==> config.mk <==
export PLATFORM = sky130hd
export DESIGN_NAME = dri_back
export DESIGN_NICKNAME = d
export VERILOG_FILES = /design/src/rtl/dri_pkg.sv /design/src/rtl/dri_back.sv
export SDC_FILE = /design/constraint.sdc
export NUM_CORES = 1
export LEC_CHECK = 0
export BUFFER_PORTS_ARGS = -buffer_cell sky130_fd_sc_hd__buf_2
export CAP_MARGIN = 20
export CORE_AREA = 5 5 155 157
export DETAILED_ROUTE_END_ITERATION = 12
export DIE_AREA = 0 0 160 162
export PLACE_DENSITY = 0.71
export SLEW_MARGIN = 5
export SYNTH_ARGS = -nofsm -noshare
export SYNTH_HDL_FRONTEND = slang
export SYNTH_SLANG_ARGS = --single-unit
==> constraint.sdc <==
create_clock -name clk -period 2.15 [get_ports clk]
set_input_delay 0.1075 -clock clk [delete_from_list [all_inputs] [get_ports clk]]
set_output_delay 0.1075 -clock clk [all_outputs]
set_load 0.02 [all_outputs]
==> src/rtl/dri_pkg.sv <==
`default_nettype none
// ----------------------------------------------------------------------------
// Delta rail IK package
// Shared widths, constants, register codes and bundle types for the linear
// delta inverse kinematics pipeline.
// ----------------------------------------------------------------------------
package dri_pkg;

    localparam int FRAC_BITS_DEF   = 10;
    localparam int COORD_WIDTH_DEF = 23;

    localparam int IN_W       = 22;
    localparam int ROD_W      = 21;
    localparam int RAD_W      = 18;
    localparam int HOME_W     = 22;
    localparam int CFG_IDX_W  = 3;
    localparam int CFG_DATA_W = 22;

    localparam int CW  = 24;
    localparam int PW  = 24;
    localparam int DW  = 46;
    localparam int RW  = DW / 2;
    localparam int QW  = 49;

    localparam int K_C3 = 56756;
    localparam int K_R2 = 46341;

    localparam logic signed [33:0] WXK [3] = '{34'sd0, 34'sd2630129796, -34'sd2630129796};
    localparam logic signed [33:0] WYK [3] = '{34'sd3037003776, -34'sd1518501888,
                                               -34'sd1518501888};

    typedef enum logic [CFG_IDX_W-1:0] {
        REG_ROD_LENGTH      = 3'd0,
        REG_EFFECTOR_RADIUS = 3'd1,
        REG_HOME_DIST_A     = 3'd2,
        REG_HOME_DIST_B     = 3'd3,
        REG_HOME_DIST_C     = 3'd4
    } reg_idx_t;

    typedef enum logic [1:0] {
        ST_OK     = 2'd0,
        ST_ZLIMIT = 2'd1,
        ST_NOSOL  = 2'd2
    } status_t;

    typedef struct packed {
        logic [ROD_W-1:0]         rod;
        logic [2*ROD_W-1:0]       rod2;
        logic [RAD_W-1:0]         rad;
        logic [RAD_W-1:0]         sr;
        logic [RAD_W-1:0]         hr;
        logic [2:0][HOME_W-1:0]   home;
    } cfg_t;

    typedef struct packed {
        logic [2:0][PW-1:0] p;
        status_t            status;
    } side_t;

endpackage
`default_nettype wire

==> src/rtl/dri_back.sv <==
`default_nettype none
// ----------------------------------------------------------------------------
// Delta rail IK back end
// Forms the carriage distances from home, saturates them and holds the
// output word.
// ----------------------------------------------------------------------------
module dri_back #(
    parameter int COORD_WIDTH = dri_pkg::COORD_WIDTH_DEF
) (
    input  wire logic                          clk,
    input  wire logic                          rst_n,
    input  wire dri_pkg::cfg_t                 cfg,
    input  wire logic                          in_valid,
    output logic                               in_ready,
    input  wire logic [2:0][dri_pkg::RW-1:0]   in_root,
    input  wire dri_pkg::side_t                in_side,
    output logic                               out_valid,
    input  wire logic                          out_stall,
    output logic signed [COORD_WIDTH-1:0]      pos_a,
    output logic signed [COORD_WIDTH-1:0]      pos_b,
    output logic signed [COORD_WIDTH-1:0]      pos_c,
    output logic [1:0]                         status
);
    import dri_pkg::*;

    localparam int VW = 27;
    localparam int EW = ((VW > COORD_WIDTH) ? VW : COORD_WIDTH) + 1;
    localparam logic signed [EW-1:0] SAT_HI = EW'((64'sd1 <<< (COORD_WIDTH - 1)) - 64'sd1);
    localparam logic signed [EW-1:0] SAT_LO = EW'(-(64'sd1 <<< (COORD_WIDTH - 1)));

    logic                          out_valid_reg;
    logic                          en;
    logic signed [EW-1:0]          val  [3];
    logic signed [EW-1:0]          satv [3];
    logic signed [COORD_WIDTH-1:0] pos_next [3];
    logic signed [COORD_WIDTH-1:0] pos_reg  [3];
    status_t                       status_reg;

    assign en        = !out_valid_reg || !out_stall;
    assign in_ready  = en;
    assign out_valid = out_valid_reg;

    always_comb
    begin
        for (int l = 0; l < 3; l++)
        begin
            val[l] = EW'($signed({1'b0, cfg.home[l]})) - EW'($signed(in_side.p[l]))
                     - EW'($signed({1'b0, in_root[l]}));
            if (val[l] > SAT_HI)
                satv[l] = SAT_HI;
            else if (val[l] < SAT_LO)
                satv[l] = SAT_LO;
            else
                satv[l] = val[l];
            pos_next[l] = (in_side.status == ST_OK) ? satv[l][COORD_WIDTH-1:0] : '0;
        end
    end

    always_ff @(posedge clk or negedge rst_n)
    begin
        if (!rst_n)
            out_valid_reg <= 1'b0;
        else if (en)
            out_valid_reg <= in_valid;
    end

    always_ff @(posedge clk)
    begin
        if (en)
        begin
            pos_reg    <= pos_next;
            status_reg <= in_side.status;
        end
    end

    assign pos_a  = pos_reg[0];
    assign pos_b  = pos_reg[1];
    assign pos_c  = pos_reg[2];
    assign status = status_reg;

    a_err_zero: assert property (@(posedge clk) disable iff (!rst_n)
        out_valid_reg && status_reg != ST_OK |-> pos_a == '0 && pos_b == '0 && pos_c == '0)
        else $error("Error word carries nonzero positions.");

    a_take_shows: assert property (@(posedge clk) disable iff (!rst_n)
        in_valid && en |=> out_valid_reg)
        else $error("Accepted word did not reach the output register.");

    a_status_kept: assert property (@(posedge clk) disable iff (!rst_n)
        in_valid && en |=> status_reg == $past(in_side.status))
        else $error("Status changed on its way to the output.");

endmodule
`default_nettype wire

==> flow_summary_export.csv <==
group,metric,value,unit
synth,yosys.area.top_type_share,0.267,
final_layout,layout.nets,1796,
timing,hold_slack,0.0286,ns
timing,min_period,3.67,ns
worst_setup_path,crit_path_frequent_cell,"buf_12",
synth,synth_flop_cell,"edfxtp_1",
worst_setup_path,crit_chain,"buf_6, fa_1, inv_1, ha_2, or2_4, fa_2, a21o_1, a221oi_2, nor3_2, o31ai_4, o31a_2, o21a_4, o311ai_4, maj3_2, o21ai_4, buf_12, buf_12, o21ai_2",
clock_tree,clock_sinks,72,
worst_setup_path,cp_top_family,"compound AO/OA/AOI/OAI gates",
run,cap_violations,0,
route,initialDrtViolationCount,363,
power_and_ir_drop,irDropWorstVdd,0.319,mV
route,wl,24800,µm
grt,antenna_found_initial,2,
worst_setup_path,crit_slowest_cell,"fa_1",
place,routabilityCongestion,0.840,
power_and_ir_drop,p_leak,6.47,nW
route,drt_first_pass_iters,5,
clock_tree,root_buffer,"clkbuf_16",
place,io_buffers,285,
synth,synthTopCellsByArea,"edfxtp_1 27%, fa_1 17%, ha_1 13%",
synth,yosys.cell_types.count,60,
worst_setup_path,worstPathRequired,2.24,ns
grt,track_usage,0.185,
worst_setup_path,crit_buf_inv,4,
min_path,hp-class,"input port to register",
clock_tree,path_clk_slew,0.06,ns
route,vias_per_cell,4.83,
synth,synth_edf_count,71,
floorplan,start_util,0.357,
timing,fin_setup_tns,-92.99,ns
timing,slew_headroom,0.707,
clock_tree,cts_htree_levels,3,
route,wl_per_cell,15.4,µm
clock_tree,clkLatencyLatePin,0.33,ns
timing,fmax,0.273,GHz
power_and_ir_drop,seqPwrFrac,0.212,
run_status,violations,"negative setup slack",
run_status,outcome,"finished with violations",
power_and_ir_drop,swShare,0.384,
worst_setup_path,end_kind,"register",
grt,grt_overflow,0,
route,drc_errors,0,
timing,slew_viol_final,0,
power_and_ir_drop,p_int,5.62,mW
floorplan,die_h,162,µm
worst_setup_path,critPathMaxFanout,6,
clock_tree,clockBufferDepth,2,
synth,synth_most_common_cell,"inv_1",
clock_tree,cts_tree,"yes",
grt,grt_max_degree,50,
power_and_ir_drop,p_sw,3.50,mW
synth,synth_warnings,0,
floorplan,fp.dieW,160,µm
final_layout,drive_gt1_frac,0.505,
synth,ys_top_cells_by_count,"161 x inv_1, 81 x ha_1, 71 x edfxtp_1",
synth,yosys.area.top_type,"edfxtp_1",
power_and_ir_drop,combPwrFrac,0.621,
timing,tightest_slew,0.436,ns
synth,syn_area,7980,µm²
timing,rsz0062_at_grt,"true",
place,dpl.hpwl,19400,µm
floorplan,die_area,25900,µm²
worst_setup_path,critPathKind,"input port to register",
grt,grt_pass1_wl,39300,µm
route,dr_total_vias,7771,
timing,hold_viol_final,0,
route,ant_nets,0,
synth,async_flop_share,0.0139,
timing,fin_worst_skew,0.00333,ns
worst_setup_path,startpoint_type,"input port",
synth,synthCells,818,
synth,synth-seq-cells,72,
timing,setup_viol,69,
clock_tree,cts_buffers,9,
power_and_ir_drop,clkPwrFrac,0.167,
worst_setup_path,arrival,3.75,ns
floorplan,core,22400,µm²
grt,grt_pass1_vias,8179,
synth,seq_area_frac_synth,0.270,
synth,synth_nets,1295,
floorplan,ios,403,
synth,syn_area_per_cell,9.76,µm²
worst_setup_path,slowest_delay,0.56,ns
floorplan,rows,55,
final_layout,areaGrowthSynthToFinish,59.8,%
timing,fin_ws,-1.52,ns
timing,finalCritPeriodShare,1.71,
power_and_ir_drop,p_per_area,715,nW/µm²
## power by group through the flow
stage	logic (mW)	registers, mW	clock network, mW
after global routing	6.21	1.95	1.59
after CTS	5.44	1.94	1.54
final	5.66	1.93	1.52
after global placement	4.75	1.96	0
after floorplan	2.64	2.22	0
after detailed placement	4.84	1.96	0
## metal layers
metal	GRT usage	vias to the layer above	part of all wire
li1	-	3820	-
met1	0.233	3675	0.43
met2	0.323	239	0.49
met3	0.0373	35	0.062
met4	0.0548	2	0.020
met5	0	-	0.00081
## worst register-to-register path: stages, from the launching register on
cell	delay, ns
dfrtp_1	0.41
nand2_4	0.13
buf_12	0.26
## layout by cell type, fill, tap and decap left out, types with 5 or more instances in the layout
| cell type | netlist | routed |
|---|---|---|
| buf_8 | 0 | 5 |
| clkbuf_16 | 0 | 12 |
| buf_12 | 0 | 7 |
| ha_4 | 0 | 17 |
| inv_1 | 161 | 148 |
| o21ai_2 | 20 | 53 |
| o21ai_4 | 1 | 8 |
| fa_2 | 0 | 5 |
| nand2b_1 | 10 | 10 |
| a21oi_1 | 63 | 56 |
| a21o_1 | 27 | 27 |
| edfxtp_1 | 71 | 71 |
| o211ai_1 | 7 | 7 |
| a21oi_2 | 0 | 5 |
| ha_1 | 81 | 61 |
| inv_2 | 0 | 7 |
| buf_4 | 0 | 186 |
| buf_2 | 6 | 273 |
| fa_1 | 66 | 61 |
| xnor2_1 | 34 | 33 |
| o21a_1 | 9 | 9 |
| nand2_1 | 37 | 34 |
| xor2_1 | 29 | 29 |
| o21ai_1 | 55 | 19 |
| o21bai_1 | 7 | 7 |
| o21ai_0 | 18 | 14 |
| buf_6 | 4 | 20 |
| buf_16 | 0 | 6 |
| nor3_1 | 8 | 7 |
| a211oi_2 | 2 | 5 |
| nor2_1 | 18 | 16 |
## cell type report
cell class	instances	area [µm²]
fillers	1892	9610
multi-input cells	572	5830
repair buffers	503	3470
flip-flops and latches	72	2160
inverters	161	639
well taps	285	357
clock buffers	11	243
clock inverters	5	56.3
diodes	1	2.50
## cell families after synthesis
family / share of synthesized area
compound gates: 0.214
xor+xnor: 0.0691
fa+ha+maj: 0.294
buf+inv: 0.0865
flops: 0.270
simple gates: 0.0655
## final timing paths
path / start / cells past startpoint / slack (ns) / to
max: cfg[44] / 18 / -1.52 / pos_c[12]$_SDFFCE_PP0P_
min: in_side[1] / 1 / 0.03 / status[1]$_DFFE_PP_
max reg2reg: out_valid$_DFFE_PN0P_ / 2 / 0.97 / pos_a[2]$_SDFFCE_PP0P_
min reg2reg: out_valid$_DFFE_PN0P_ / 1 / 0.68 / pos_b[0]$_SDFFCE_PP0P_
max in group asynchronous: rst_n / 2 / 1.99 / out_valid$_DFFE_PN0P_
min in group asynchronous: rst_n / 2 / 0.08 / out_valid$_DFFE_PN0P_
## metrics by stage
stage / util / std cells / cell area [µm²] / total power, mW / worst slack [ns]
floorplan: - / 818 / 8280 / 4.87 / -1.60
global placement: 0.504 / 1542 / 11300 / 6.71 / -1.91
detailed placement: 0.504 / 1542 / 11300 / 6.80 / -1.99
CTS: 0.561 / 1599 / 12600 / 8.91 / -1.57
global route: 0.570 / 1610 / 12800 / 9.76 / -1.66
finish: 0.570 / 1610 / 12800 / 9.11 / -1.52
## what timing repair did
item                                   in CTS  in global routing
resized for setup                         104                 43
endpoints found under the hold margin       3                  0
setup buffers                              27                 18
hold buffers                                3                  0
pin swaps                                  55                 38
setup endpoints to repair                  69                 69
cloned                                     12                  3
(Power assumes the default switching activity.)
