**config.mk**
```make
export PLATFORM = sky130hd
export DESIGN_NAME = dri_cfg
export DESIGN_NICKNAME = d
export VERILOG_FILES = /design/src/rtl/dri_pkg.sv /design/src/rtl/dri_cfg.sv
export SDC_FILE = /design/constraint.sdc
export NUM_CORES = 1
export LEC_CHECK = 0
export BUFFER_PORTS_ARGS = -buffer_cell sky130_fd_sc_hd__buf_2
export CAP_MARGIN = 20
export CORE_ASPECT_RATIO = 0.5
export CORE_MARGIN = 2
export CORE_UTILIZATION = 60
export CTS_BUF_LIST = sky130_fd_sc_hd__clkbuf_8 sky130_fd_sc_hd__clkbuf_16
export DETAILED_ROUTE_END_ITERATION = 7
export PLACE_DENSITY = 0.8
export SYNTH_ARGS = -nofsm -noshare
export SYNTH_HDL_FRONTEND = slang
export SYNTH_SLANG_ARGS = --single-unit
```
**constraint.sdc**
```tcl
create_clock -name clk -period 19.7 [get_ports clk]
set_input_delay 2.955 -clock clk [delete_from_list [all_inputs] [get_ports clk]]
set_output_delay 2.955 -clock clk [all_outputs]
set_load 0.01 [all_outputs]
```
**src/rtl/dri_pkg.sv**
```systemverilog
`default_nettype none
// ----------------------------------------------------------------------------
// Delta rail IK package
// Shared widths, constants, register codes and bundle types for the linear
// delta inverse kinematics pipeline.
// ----------------------------------------------------------------------------
package dri_pkg;

    localparam int FRAC_BITS_DEF   = 10;
    localparam int COORD_WIDTH_DEF = 23;

    localparam int IN_W       = 22;
    localparam int ROD_W      = 21;
    localparam int RAD_W      = 18;
    localparam int HOME_W     = 22;
    localparam int CFG_IDX_W  = 3;
    localparam int CFG_DATA_W = 22;

    localparam int CW  = 24;
    localparam int PW  = 24;
    localparam int DW  = 46;
    localparam int RW  = DW / 2;
    localparam int QW  = 49;

    localparam int K_C3 = 56756;
    localparam int K_R2 = 46341;

    localparam logic signed [33:0] WXK [3] = '{34'sd0, 34'sd2630129796, -34'sd2630129796};
    localparam logic signed [33:0] WYK [3] = '{34'sd3037003776, -34'sd1518501888,
                                               -34'sd1518501888};

    typedef enum logic [CFG_IDX_W-1:0] {
        REG_ROD_LENGTH      = 3'd0,
        REG_EFFECTOR_RADIUS = 3'd1,
        REG_HOME_DIST_A     = 3'd2,
        REG_HOME_DIST_B     = 3'd3,
        REG_HOME_DIST_C     = 3'd4
    } reg_idx_t;

    typedef enum logic [1:0] {
        ST_OK     = 2'd0,
        ST_ZLIMIT = 2'd1,
        ST_NOSOL  = 2'd2
    } status_t;

    typedef struct packed {
        logic [ROD_W-1:0]         rod;
        logic [2*ROD_W-1:0]       rod2;
        logic [RAD_W-1:0]         rad;
        logic [RAD_W-1:0]         sr;
        logic [RAD_W-1:0]         hr;
        logic [2:0][HOME_W-1:0]   home;
    } cfg_t;

    typedef struct packed {
        logic [2:0][PW-1:0] p;
        status_t            status;
    } side_t;

endpackage
`default_nettype wire

```
**src/rtl/dri_cfg.sv**
```systemverilog
`default_nettype none
// ----------------------------------------------------------------------------
// Delta rail IK configuration registers
// Holds the geometry registers and the values derived from them.
// ----------------------------------------------------------------------------
module dri_cfg #(
    parameter int FRAC_BITS = dri_pkg::FRAC_BITS_DEF
) (
    input  wire logic                            clk,
    input  wire logic                            rst_n,
    input  wire logic                            cfg_valid,
    output logic                                 cfg_ready,
    input  wire logic [dri_pkg::CFG_IDX_W-1:0]   cfg_index,
    input  wire logic [dri_pkg::CFG_DATA_W-1:0]  cfg_data,
    output dri_pkg::cfg_t                        cfg
);
    import dri_pkg::*;

    localparam logic [63:0] ROD_RST64  = 64'd975 << FRAC_BITS;
    localparam logic [63:0] RAD_RST64  = 64'd50 << FRAC_BITS;
    localparam logic [63:0] HOME_RST64 = 64'd1110 << FRAC_BITS;
    localparam logic [ROD_W-1:0]  ROD_RST  = ROD_RST64[ROD_W-1:0];
    localparam logic [RAD_W-1:0]  RAD_RST  = RAD_RST64[RAD_W-1:0];
    localparam logic [HOME_W-1:0] HOME_RST = HOME_RST64[HOME_W-1:0];
    localparam logic [63:0] SR_RST64   = ((64'(RAD_RST) * 64'(K_C3)) + 64'd32768) >> 16;
    localparam logic [63:0] HR_RST64   = (64'(RAD_RST) + 64'd1) >> 1;
    localparam logic [63:0] ROD2_RST64 = 64'(ROD_RST) * 64'(ROD_RST);

    logic [ROD_W-1:0]       rod_reg, rod_next;
    logic [RAD_W-1:0]       rad_reg, rad_next;
    logic [2:0][HOME_W-1:0] home_reg, home_next;
    logic [RAD_W-1:0]       sr_reg, sr_next;
    logic [RAD_W-1:0]       hr_reg, hr_next;
    logic [2*ROD_W-1:0]     rod2_reg, rod2_next;
    logic [RAD_W+16:0]      sr_prod;
    logic [RAD_W:0]         hr_sum;

    assign cfg_ready = 1'b1;

    always_comb
    begin
        rod_next  = rod_reg;
        rad_next  = rad_reg;
        home_next = home_reg;
        if (cfg_valid)
        begin
            case (reg_idx_t'(cfg_index))
                REG_ROD_LENGTH:      rod_next    = cfg_data[ROD_W-1:0];
                REG_EFFECTOR_RADIUS: rad_next    = cfg_data[RAD_W-1:0];
                REG_HOME_DIST_A:     home_next[0] = cfg_data[HOME_W-1:0];
                REG_HOME_DIST_B:     home_next[1] = cfg_data[HOME_W-1:0];
                REG_HOME_DIST_C:     home_next[2] = cfg_data[HOME_W-1:0];
                default:             rod_next    = rod_reg;
            endcase
        end
    end

    always_comb
    begin
        sr_prod   = ({17'd0, rad_reg} * (RAD_W+17)'(K_C3)) + (RAD_W+17)'(32768);
        sr_next   = sr_prod[16 +: RAD_W];
        hr_sum    = {1'b0, rad_reg} + (RAD_W+1)'(1);
        hr_next   = hr_sum[RAD_W:1];
        rod2_next = {{ROD_W{1'b0}}, rod_reg} * {{ROD_W{1'b0}}, rod_reg};
    end

    always_ff @(posedge clk or negedge rst_n)
    begin
        if (!rst_n)
        begin
            rod_reg  <= ROD_RST;
            rad_reg  <= RAD_RST;
            home_reg <= {HOME_RST, HOME_RST, HOME_RST};
            sr_reg   <= SR_RST64[RAD_W-1:0];
            hr_reg   <= HR_RST64[RAD_W-1:0];
            rod2_reg <= ROD2_RST64[2*ROD_W-1:0];
        end
        else
        begin
            rod_reg  <= rod_next;
            rad_reg  <= rad_next;
            home_reg <= home_next;
            sr_reg   <= sr_next;
            hr_reg   <= hr_next;
            rod2_reg <= rod2_next;
        end
    end

    always_comb
    begin
        cfg.rod  = rod_reg;
        cfg.rod2 = rod2_reg;
        cfg.rad  = rad_reg;
        cfg.sr   = sr_reg;
        cfg.hr   = hr_reg;
        cfg.home = home_reg;
    end

endmodule
`default_nettype wire

```
==> results.tsv, run 1 <==
metric	value	unit
Critical Path Max Stage Delay	1.07	ns
initial antenna violation count	0	
port buffer count	209	
CP bufs+invs	5	
top sig layer	met4	
RD Place Congestion	0.917	
Setup crit end kind	flip-flop	
Worst slew margin	27.6	%
CTS max path bufs	2	
Syn Area/Cell	10.3	um^2
Req. time, crit path	20.04	ns
setup_tns	0	ns
Hold Path Class	reg -> reg	
GRT Overall Usage	28.9	%
P&R area growth vs syn	9.01	%
starting density of the core	60.5	%
register area	4610	um^2
top-level I/O count	212	
Yosys Warn Count	0	
min cycle time layout	8.12	ns
Largest register FFs	66	
die area	42300	um^2
Die Ht	146	um
M1 WL	23300	um
# fillers	3076	
cells after synthesis	2366	
clock transition at the registers of the reported paths	0.08	ns
RSZ-0062 raised after global routing	no	
Iteration-0 DRC Markers	1035	
CTS H-tree lvls	4	
ys flop type	dfrtp_1	
layout cells sized above 1	15.9	%
sequential area share after synthesis	19.0	%
Crit Path Category	reg -> reg	
Mapped Area	24300	um^2
Final nets	3261	
DRC violation count after routing	0	
CP Max Fanout	18	
post-synth top area cell	fa_1	
most numerous cell on the critical path	fa_1	
first-pass GRT wire length	94300	um
Skew-Pair Late Insertion Delay	0.47	ns
core area	40200	um^2
CTS sink cnt	182	
Max Cap Violations	0	
Chip Width	289	um
number of enable flip-flop cells after synthesis	0	
post-CTS sizing	0	
Max stage delay cell, worst path	a2111oi_1	
row count	52	
Synth top cells by count	618 x inv_1, 424 x fa_1, 268 x ha_1	
Slew Viols, Final	0	
Setup Fix Bufs, Post-CTS	0	
area occupied by multi-input gates	17200	um^2
setup violators final	0	
met3 WL post-DR	3240	um
Clock Skew	0.0209	ns
DP HPWL	46400	um
Achievable Freq	123	MHz
r2r setup slk	11.58	ns
share of flip-flops with an asynchronous set or reset	100	%
CP Launch Type	flip-flop	
Arrival @ worst endpoint	8.46	ns
Worst-Margin Slew	1.08	ns
Hold Vio Cnt, Final	0	
Root Buffer	clkbuf_16	
drt via density	5.40	
Diodes inserted	0	
share of the synthesized area in the top cell type	34.9	%
TritonRoute pass-1 iters	5	
Netlist cell types	69	
most frequent cell after synthesis	inv_1	
TritonCTS clock tree	built	
synth top area cells	fa_1 35%, dfrtp_1 14%, ha_1 14%	
Routed WL	57300	um
Post-CTS Hold Buffers	0	
routed len/inst	18.5	um
total CTS buffers	17	
status	completed	
CP cell instances	inv_1 > nor2_1 > fa_1 > fa_1 > inv_1 > fa_1 > inv_1 > fa_1 > fa_1 > fa_1 > inv_1 > fa_1 > inv_1 > ha_1 > nand4_1 > nor2_1 > o2111ai_1 > a2111oi_1 > o21ai_0 > a31oi_1 > a21o_1 > a21oi_1 > xnor2_1	
final period utilization	41.2	%
largest net degree at the start of global routing	128	
Synth Register Bits	182	
Antenna Violating Nets Remaining	0	
delay-heaviest family, CP	adder cells	
gr ovfl total	0	
vias after detailed routing	16723	
DR WL met2	28700	um
syn_nets	3086	
vias in the first global route	18314	
-- per-stage QoR --
stage                     hold WS [ns]  cell area, um^2  instances  worst slack [ns]  utilization [%]
after floorplan                  0.426            24300       2366             12.80                -
after global placement           0.482            25900       3061             11.95             64.4
after detailed placement         0.488            25900       3061             11.82             64.4
after CTS                        0.506            26500       3093             11.80             65.9
after global routing             0.515            26500       3094             11.14             65.9
final                            0.507            26500       3094             11.58             65.9
-- cell type report --
| type | count | share of cell area [%] |
|---|---|---|
| clock inverters | 14 | 0.571 |
| well taps | 540 | 2.55 |
| repair buffers | 217 | 4.28 |
| inverters | 618 | 8.75 |
| multi-input cells | 1505 | 64.8 |
| clock buffers | 18 | 1.66 |
| flip-flops and latches | 182 | 17.4 |
-- per-layer routing --
metal | track usage [%] | up-vias
met5 | 0 | -
met4 | 10.3 | 0
met3 | 5.97 | 131
met2 | 49.2 | 513
met1 | 36.9 | 8525
li1 | - | 7554
-- kinds of logic after synthesis --
family | after synthesis | synth area share [%]
adder cells (fa/ha/maj) | 692 | 48.7
buffers and inverters | 679 | 10.6
AND/OR/NAND/NOR | 422 | 8.61
AO/OA/AOI/OAI | 204 | 5.61
flip-flops | 182 | 19.0
XOR/XNOR | 101 | 3.64
multiplexers | 84 | 3.88
other | 2 | 0.0309
-- worst paths after layout --
kind | startpoint | endpoint | cells after the start
setup / recovery | rod_reg[5] | rod2_reg[40] | 23
hold / removal | cfg[59] | cfg[59] | 1
setup reg to reg | rod_reg[5] | rod2_reg[40] | 23
hold reg to reg | cfg[59] | cfg[59] | 1
max in group asynchronous | rst_n | rod2_reg[18] | 3
min in group asynchronous | rst_n | sr_reg[14] | 1
-- layout by cell type (no fill, tap or decap), types with 7 or more instances in the layout --
cell       Yosys  final
inv_1        618    619
fa_1         424    424
ha_1         268    268
buf_2          0    208
nand2_1      175    175
dfrtp_1      136    136
and2_1        91     91
mux2_2        83     83
xnor2_1       71     71
a21oi_1       63     63
nor2_1        57     57
dfstp_2       46     46
o21ai_0       40     40
xor2_1        30     30
a21o_1        28     28
clkbuf_16      0     17
nor3_1        17     16
nand3_1       13     13
nor2b_1       11     11
o21bai_1      11     11
or2_2          9      9
nand4_1        9      9
a31oi_1        8      8
and3_1         7      7
nand2b_1       7      7
buf_4          6      7
Power of run 1 is not shown: default switching activity piles up to over one toggle a cycle in this logic, so the estimate is an artifact.
==> inputs of run 2 (changes only) <==
--- a/config.mk
+++ b/config.mk
@@ -9,7 +9,7 @@
 export CAP_MARGIN = 20
 export CORE_ASPECT_RATIO = 0.5
 export CORE_MARGIN = 2
-export CORE_UTILIZATION = 60
+export CORE_UTILIZATION = 57
 export CTS_BUF_LIST = sky130_fd_sc_hd__clkbuf_8 sky130_fd_sc_hd__clkbuf_16
 export DETAILED_ROUTE_END_ITERATION = 7
 export PLACE_DENSITY = 0.8
==> constraint.sdc (replaced) <==
create_clock -name clk -period 7 [get_ports clk]
set_input_delay 1.05 -clock clk [delete_from_list [all_inputs] [get_ports clk]]
set_output_delay 1.05 -clock clk [all_outputs]
set_load 0.01 [all_outputs]
==> results.tsv, run 2 (synthesis gave the netlist of run 1 again) <==
metric	value	unit	change
status	completed		
Largest register FFs	66		unchanged
CTS H-tree lvls	4		unchanged
Setup crit end kind	flip-flop		
Arrival @ worst endpoint	7.20	ns	-1.26 ns
r2r setup slk	0.18	ns	-11.40 ns
Final nets	3378		+3.6%
DRC violation count after routing	0		unchanged
CP Max Fanout	6		-12
Iteration-0 DRC Markers	893		-14%
port buffer count	209		unchanged
setup violators final	0		unchanged
Die Ht	150	um	+2.5%
Clock Skew	0.0127	ns	-0.00820 ns
top-level I/O count	212		unchanged
drt via density	5.31		-1.7%
Skew-Pair Late Insertion Delay	0.47	ns	about the same
final period utilization	97.5	%	+56 points
Achievable Freq	147	MHz	+19%
CTS sink cnt	182		unchanged
Req. time, crit path	7.38	ns	-12.66 ns
Chip Width	296	um	+2.6%
row count	53		+1.9%
Antenna Violating Nets Remaining	0		unchanged
core area	42000	um^2	+4.6%
worst reg2reg path startpoint	rod_reg[8]		
gr ovfl total	0		unchanged
Worst-Margin Slew	1.01	ns	-0.0764 ns
routed len/inst	18.5	um	+0.12%
GRT Overall Usage	28.9	%	-0.051 points
hold endpoint	cfg[5]		
initial antenna violation count	0		unchanged
first-pass GRT wire length	98400	um	+4.3%
R2R cell count	23		unchanged
Slew Viols, Final	0		unchanged
most common cell after layout, fill and taps aside	inv_1		
setup_tns	0	ns	unchanged
TritonCTS clock tree	built		
CP Launch Type	flip-flop		
vias after detailed routing	17263		+3.2%
Root Buffer	clkbuf_16		
worst hold stages	1		unchanged
P&R area growth vs syn	14.0	%	
total CTS buffers	17		unchanged
layout cells sized above 1	21.4	%	+5.6 points
RR Endpoint	rod2_reg[29]		
DP HPWL	49400	um	+6.6%
CTS max path bufs	2		unchanged
vias in the first global route	18926		+3.3%
Min-Delay Startpoint	cfg[5]		
die area	44400	um^2	+5.2%
RSZ-0062 raised after global routing	yes		
min cycle time layout	6.82	ns	-1.30 ns
Max Cap Violations	0		unchanged
most frequent cells in the layout	615 x inv_1, 422 x fa_1, 261 x ha_1, 208 x buf_2, 173 x nand2_1		
Worst slew margin	32.9	%	+5.3 points
Diodes inserted	0		unchanged
largest net degree at the start of global routing	119		-7.0%
hold_ws	0.508	ns	+0.000197 ns
TritonRoute pass-1 iters	5		unchanged
clock transition at the registers of the reported paths	0.08	ns	about the same
Routed WL	60200	um	+5.1%
Hold Vio Cnt, Final	0		unchanged
Hold Path Class	reg -> reg		
RD Place Congestion	0.962		+4.9%
Crit Path Category	reg -> reg		
starting density of the core	57.8	%	-2.6 points
run 2: changes by cell type in the layout (fill, tap and decap cells not counted), moves of 4 or more:
cell,previous run,this run
a21oi_1,63,58
inv_12,1,5
buf_4,7,121
a21oi_2,0,5
ha_1,268,261
dfrtp_2,0,8
ha_2,0,4
inv_1,619,615
dfrtp_1,136,128
run 2: per-layer routing:
layer  vias to the layer above  GRT usage, %  share of wire [%]
met5                         -             0                  0
met4                         0          10.9                4.0
met3                       169          5.93                5.9
met2                       572          48.9                 50
met1                      8740          36.8                 40
li1                       7782             -                  -
run 2: cell type report:
class,instances,area [um^2]
multi-input combinational,1505,17400
fill,3200,14300
sequential,182,4620
inverter,618,2320
timing repair buffer,334,2030
tap,577,722
clock buffer,17,425
clock inverter,15,209
run 2: worst max-delay path, cell delays in order (launching register included):
cell	delay, ns
dfrtp_2	0.40
buf_4	0.15
buf_4	0.14
fa_1	0.53
inv_1	0.06
fa_1	0.59
fa_1	0.47
fa_1	0.56
inv_1	0.05
fa_1	0.45
fa_1	0.49
inv_1	0.05
fa_1	0.47
inv_1	0.04
ha_1	0.31
a21o_1	0.20
a21o_1	0.19
a211oi_2	0.26
o211ai_1	0.24
buf_4	0.20
and3_1	0.19
a311o_1	0.40
a21oi_2	0.18
xnor2_1	0.14
run 2: through the flow:
| step | setup slack (ns) | cells | area (um^2) | util [%] |
|---|---|---|---|---|
| after detailed placement | -0.118 | 3195 | 26700 | 63.5 |
| after floorplan | 0.101 | 2366 | 24300 | - |
| after global routing | -0.0506 | 3248 | 27700 | 65.9 |
| after global placement | 0.0260 | 3195 | 26700 | 63.5 |
| after CTS | 0.000714 | 3232 | 27400 | 65.1 |
| final | 0.176 | 3248 | 27700 | 65.9 |
run 2: timing repair:
| item | in CTS | in global routing |
|---|---|---|
| hold buffers | 0 | 0 |
| gates resized for setup | 10 | 53 |
| buffers inserted | 5 | 16 |
| setup endpoints to repair | 4 | 15 |
| pin swaps | 3 | 18 |
run 2: worst max-delay path by stage:
stage / end / depth (start not counted) / slack, ns / start
global placement: rod2_reg[40] / 27 / 0.03 / rod_reg[8]
finish: rod2_reg[29] / 23 / 0.18 / rod_reg[8]
detailed placement: rod2_reg[40] / 27 / -0.12 / rod_reg[8]
floorplan: rod2_reg[40] / 25 / 0.10 / rod_reg[16]
CTS: rod2_reg[40] / 25 / 0.0007 / rod_reg[11]
global route: rod2_reg[34] / 25 / -0.05 / rod_reg[11]
Power of run 2 is left out for the same reason.
